### config.mk
export PLATFORM = sky130hd
export DESIGN_NAME = tdd_ctrl
export DESIGN_NICKNAME = d
export VERILOG_FILES = /design/src/sv/tdd_pkg.sv /design/src/sv/tdd_ctrl.sv
export SDC_FILE = /design/constraint.sdc
export NUM_CORES = 1
export LEC_CHECK = 0
export ABC_AREA = 1
export BUFFER_PORTS_ARGS = -buffer_cell sky130_fd_sc_hd__buf_2
export CAP_MARGIN = 30
export CELL_PAD_IN_SITES_DETAIL_PLACEMENT = 0
export CELL_PAD_IN_SITES_GLOBAL_PLACEMENT = 2
export CORE_MARGIN = 4
export CORE_UTILIZATION = 18
export CTS_CLUSTER_DIAMETER = 100
export DETAILED_ROUTE_END_ITERATION = 16
export PLACE_DENSITY = 0.73
export SETUP_SLACK_MARGIN = 0.02
export SKIP_CTS_REPAIR_TIMING = 1
export SYNTH_ARGS = -nofsm -noshare
export SYNTH_HDL_FRONTEND = slang
export SYNTH_SLANG_ARGS = --single-unit
### constraint.sdc
create_clock -name clk -period 3.1 [get_ports clk]
set_clock_uncertainty 0.2 [all_clocks]
set_input_delay 0.31 -clock clk [delete_from_list [all_inputs] [get_ports clk]]
set_output_delay 0.31 -clock clk [all_outputs]
set_load 0.03 [all_outputs]
### src/sv/tdd_pkg.sv
// Shared constants, codes and types of the time-window duplicate filter.
`default_nettype none

package tdd_pkg;

	// Field widths.
	localparam int ID_W   = 32;
	localparam int TIME_W = 64;
	localparam int WIN_W  = 32;
	localparam int CNT_W  = 13;
	localparam int STAT_W = 2;

	// Table geometry defaults.
	localparam int BUCKETS_DEF = 1024;
	localparam int WAYS_DEF    = 4;

	// Register reset value and removed-count ceiling.
	localparam logic [WIN_W-1:0] WINDOW_RST = 32'd1000;
	localparam logic [CNT_W-1:0] COUNT_MAX  = 13'd8191;

	// Request codes.
	localparam logic REQ_INSERT  = 1'b0;
	localparam logic REQ_CLEANUP = 1'b1;

	// Result status codes.
	localparam logic [STAT_W-1:0] ST_OK   = 2'd0;
	localparam logic [STAT_W-1:0] ST_DUP  = 2'd1;
	localparam logic [STAT_W-1:0] ST_FULL = 2'd2;

	// One way of a table row.
	typedef struct packed {
		logic              vld;
		logic [ID_W-1:0]   id;
		logic [TIME_W-1:0] stamp;
	} way_t;

	// Commands from the controller to the datapath.
	typedef struct packed {
		logic load;
		logic hash_start;
		logic rd_req;
		logic ins_eval;
		logic sweep_rd;
		logic sweep_resp;
		logic clr_wr;
	} cmd_t;

	// Status from the datapath to the controller.
	typedef struct packed {
		logic hash_done;
		logic row_last;
	} sts_t;

endpackage

`default_nettype wire

### src/sv/tdd_ctrl.sv
// Controller: clearing pass, insert sequence and cleanup sweep sequence.
`default_nettype none

module tdd_ctrl (
	input  wire logic          clk,
	input  wire logic          arst_n,
	input  wire logic          start,
	input  wire logic          req_type,
	input  wire tdd_pkg::sts_t sts,
	output tdd_pkg::cmd_t      cmd,
	output logic               busy
);

	import tdd_pkg::*;

	localparam logic [3:0] S_CLR   = 4'd0;
	localparam logic [3:0] S_IDLE  = 4'd1;
	localparam logic [3:0] S_HASH  = 4'd2;
	localparam logic [3:0] S_EVAL  = 4'd3;
	localparam logic [3:0] S_SWEEP = 4'd4;
	localparam logic [3:0] S_DRN1  = 4'd5;
	localparam logic [3:0] S_DRN2  = 4'd6;
	localparam logic [3:0] S_SRESP = 4'd7;

	logic [3:0] state_q, state_d;

	// Next state and commands.
	always_comb begin
		cmd     = '0;
		state_d = state_q;
		case (state_q)
			S_CLR: begin
				cmd.clr_wr = 1'b1;
				if (sts.row_last) begin
					state_d = S_IDLE;
				end
			end
			S_IDLE: begin
				if (start) begin
					cmd.load = 1'b1;
					if (req_type == REQ_CLEANUP) begin
						state_d = S_SWEEP;
					end else begin
						cmd.hash_start = 1'b1;
						state_d        = S_HASH;
					end
				end
			end
			S_HASH: begin
				if (sts.hash_done) begin
					cmd.rd_req = 1'b1;
					state_d    = S_EVAL;
				end
			end
			S_EVAL: begin
				cmd.ins_eval = 1'b1;
				state_d      = S_IDLE;
			end
			S_SWEEP: begin
				cmd.sweep_rd = 1'b1;
				if (sts.row_last) begin
					state_d = S_DRN1;
				end
			end
			S_DRN1: begin
				state_d = S_DRN2;
			end
			S_DRN2: begin
				state_d = S_SRESP;
			end
			S_SRESP: begin
				cmd.sweep_resp = 1'b1;
				state_d        = S_IDLE;
			end
			default: begin
				state_d = S_IDLE;
			end
		endcase
	end

	always_ff @(posedge clk or negedge arst_n) begin
		if (!arst_n) begin
			state_q <= S_CLR;
		end else begin
			state_q <= state_d;
		end
	end

	assign busy = (state_q != S_IDLE);

	// At most one table operation is commanded in a cycle.
	a_one_op: assert property (@(posedge clk) disable iff (!arst_n)
		$onehot0({cmd.clr_wr, cmd.sweep_rd, cmd.rd_req, cmd.ins_eval, cmd.sweep_resp}))
		else $error("more than one table operation in a cycle");

	// The bucket unit only finishes while an insert waits for it.
	a_hash_done: assert property (@(posedge clk) disable iff (!arst_n)
		sts.hash_done |-> (state_q == S_HASH))
		else $error("bucket index ready outside of an insert");

	// An accepted word always starts an insert or a sweep.
	a_load_next: assert property (@(posedge clk) disable iff (!arst_n)
		cmd.load |=> (state_q == S_HASH) || (state_q == S_SWEEP))
		else $error("accepted word did not start an operation");

endmodule

`default_nettype wire

# Word-level counts from Yosys, hierarchy flattened
# Cells that the tools add are included.
# totals
output_inout_bits	8
word_cells	30
reg_bits	4
input_bits	6
# classes
n_eq_ne	12
reduce_logical	2
muxes	15
# ops
op	count
4-bit case mux with 6 select lines	1
4-bit by 3-bit == test with 1-bit output (second input constant)	4
4-bit 2-to-1 mux	4
4-bit by 2-bit == test with 1-bit output (second input constant)	2
2-bit != test (second input constant)	4
1-bit 2-to-1 mux	7
4-bit by 1-bit == test with 1-bit output (second input constant)	1
4-bit zero test	1
2-bit 2-to-1 mux	2
4-bit by 1-bit != test with 1-bit output (second input constant)	1
4-bit AND reduction	1
3-bit 2-to-1 mux	1

# Longest topological paths before layout
# depth
depth_word	3
depth_mapped	6
depth_no_buf	6

# Least setup slack after synthesis
# No wires, ideal clock.
# synth_timing
path_kind	register to output
startpoint	reg state_q[1]
endpoint	out cmd[5] (netlist bit)
path_stages_with_launch	4
arrival_ps	1532
path_buffers	0
setup_slack_ps	1058
path_cell_list	dfrtp_1 -> nor2_4 -> nand2_1 -> nor3_1
# synth_lines
element	line_no	source
from (decl)	tdd_ctrl.sv:25	logic [3:0] state_q, state_d;
from (signal assigned)	tdd_ctrl.sv:85	state_q <= state_d;
to (decl)	tdd_ctrl.sv:10	output tdd_pkg::cmd_t cmd,

==> impl_metrics.tcl <==
set metrics [dict create \
    status "complete, no violations" \
    r2r_end "state_q[2]$_DFFE_PN0P_" \
    netlist_area_um2 241 \
    ys_types 12 \
    report.final.slew_viol_count 0 \
    cellPowerDensity_nw_per_um2 1100 \
    final_net_count 66 \
    top_register "state_q" \
    drtIter0Drc 6 \
    io_pins 14 \
    firstDrtPassIters 4 \
    whs_endpoint "state_q[2]$_DFFE_PN0P_" \
    slowest_delay_ns 0.44 \
    path_cells "nor2_4 -> nand2_1 -> nor3_1 -> buf_2" \
    clk-insertion-delay-late_ns 0.24 \
    swShare_pct 54.5 \
    max_cap_violations 0 \
    dp_slack_ns 1.55 \
    reg2reg_depth 6 \
    clockBufferDepth 2 \
    grt_pass1_wl_um 1010 \
    period_share_pct 58.3 \
    ys_warn_count 0 \
    antenna_left 0 \
    setup_slack_ns 1.29 \
    chipHeight_um 44.6 \
    yosysSeqAreaShare_pct 31.1 \
    crit_arrival_ns 1.30 \
    rsz0062_at_grt "false" \
    p_comb_share_pct 62.2 \
    vias_per_cell 4.00 \
    cts_buffers 3 \
    fp.dieW_um 44.6 \
    path_max_fanout 5 \
    core-area_um2 1190 \
    top_regs "state_q (3)" \
    antenna_found_initial 0 \
    syn_inst 41 \
    insertedDiodeCount 0 \
    p_sw_uw 215 \
    routed_wl_um 611 \
    grt_overflow_total 0 \
    cp.buffers_inverters 1 \
    grt.total_usage_pct 7.01 \
    critPathCaptureType "output port" \
    p_clk_share_pct 17.6 \
    start_util_pct 20.4 \
    worstPathRequired_ns 2.59 \
    gp_congestion 0.742 \
    slowest_stage "dfrtp_1" \
    rows 12 \
    max_freq_mhz 553 \
    setup_viol 0 \
    dieArea_um2 1990 \
    holdPathStages 4 \
    startpoint_type "register" \
    power.leakage_nw 0.217 \
    vias 292 \
    path_clk_slew_ns 0.04 \
    reg2reg_from "state_q[2]$_DFFE_PN0P_" \
    postSynthAreaPerCell_um2 5.89 \
    cts_tree "built" \
    ys_ff_latch 3 \
    hold_violations 0 \
    layout_commonest_cell "buf_2" \
    worst_pin_slew_ns 0.226 \
    critical_path_class "register to output port" \
    min_period_ns 1.81 \
    relSlewSlack_pct 84.9 \
    syn_nets 47 \
    ff2ff_setup_slack_ns 1.79 \
    grt_pass1_vias 270 \
    area_delta_synth_final_pct 49.2 \
    fin_tns_setup_ns 0 \
    portBuffers 13 \
    drc 0 \
    synth_top_area_share_pct 31.1 \
    cts_num_sinks 3 \
    layout_common_cells "buf_2, nor2_1, nand2_1" \
    hold_class "input pin to register" \
    power_frac_seq_pct 20.2 \
    largest_reg_flops 3 \
    layout-drive-gt1-share_pct 32.2 \
    wl_per_cell_um 8.37 \
    cts-htree-levels 1 \
    clock-root-buffer "clkbuf_4" \
    dp_hpwl_um 492 \
    synth_top_area_cell "dfrtp_1" \
    hold_start "sts[0]" \
    path_delay_family "flip-flops" \
    vdd_ir_drop_max_mv 0.233 \
    intPower_uw 180 \
    synth.top_cells.by_area "dfrtp_1, nor2_1, nand2_1" \
    grt_max_degree 9 \
]
-- stage by stage --
step                hold slack, ns  power [mW]  util [%]  area, um^2  std cells
finish                       0.126       0.395      30.4         360         73
global route                 0.164       0.435      30.4         360         73
CTS                         -0.342       0.396      29.5         350         72
detailed placement         -0.0948       0.325      27.3         324         68
global placement           -0.0952       0.339      27.3         324         68
floorplan                   -0.186       0.266         -         241         41
-- routing by layer --
metal  global-route usage [%]  vias up  routed length, um
met5                        0        -                  0
met4                     5.42        0                 16
met3                     2.44        2                 18
met2                     10.6        6                308
met1                     7.91      123                268
li1                         -      161                  -
-- worst register-to-register path: cells and delay by family (launching register included) --
family                 cells  cell delay [ns]
buffers and inverters      1             0.20
flip-flops                 1             0.39
AND/OR/NAND/NOR            5             0.41
-- worst max path at each step --
stage                                 startpoint  endpoint  depth (start not counted)  slack, ns
after detailed placement  state_q[1]$_DFFE_PN0P_    cmd[5]                          4       1.55
after floorplan           state_q[1]$_DFFE_PN0P_    cmd[5]                          3       1.06
after global routing      state_q[1]$_DFFE_PN0P_    cmd[5]                          4       1.16
after CTS                 state_q[1]$_DFFE_PN0P_    cmd[5]                          4       1.30
after global placement    state_q[1]$_DFFE_PN0P_    cmd[5]                          4       1.51
final                     state_q[1]$_DFFE_PN0P_    cmd[5]                          4       1.29
-- final cells by class --
cell class / count / area (um^2)
timing repair buffer: 14 / 75.1
sequential: 3 / 75.1
inverter: 8 / 30.0
multi-input combinational: 30 / 136
fill: 138 / 826
clock buffer: 4 / 26.3
tap: 14 / 17.5
-- synthesized netlist by cell type --
library cell	count
dfrtp_1	3
o21ai_2	1
inv_2	1
o21ai_0	1
nor2_4	1
nor3_1	1
o21ai_1	1
nand3_1	5
nor2_1	11
nand2_1	8
inv_1	7
a21oi_1	1
-- cell families (layout without fill, tap and decap cells) --
logic type | Yosys count | count (layout) | share of synthesized area (%)
AOI/OAI and AO/OA | 4 | 4 | 9.84
and+or+nand+nor | 26 | 26 | 46.6
DFF | 3 | 3 | 31.1
buffers and inverters | 8 | 26 | 12.4
-- power groups by stage --
stage	Combinational, mW	Sequential (mW)	Clock (mW)
6_report	0.246	0.0799	0.0695
5_1_grt	0.275	0.0847	0.0762
4_1_cts	0.246	0.0796	0.0704
3_5_place_dp	0.245	0.0800	0
3_3_place_gp	0.256	0.0834	0
2_1_floorplan	0.190	0.0766	0
No activity file was read; power rests on OpenSTA's default activity.
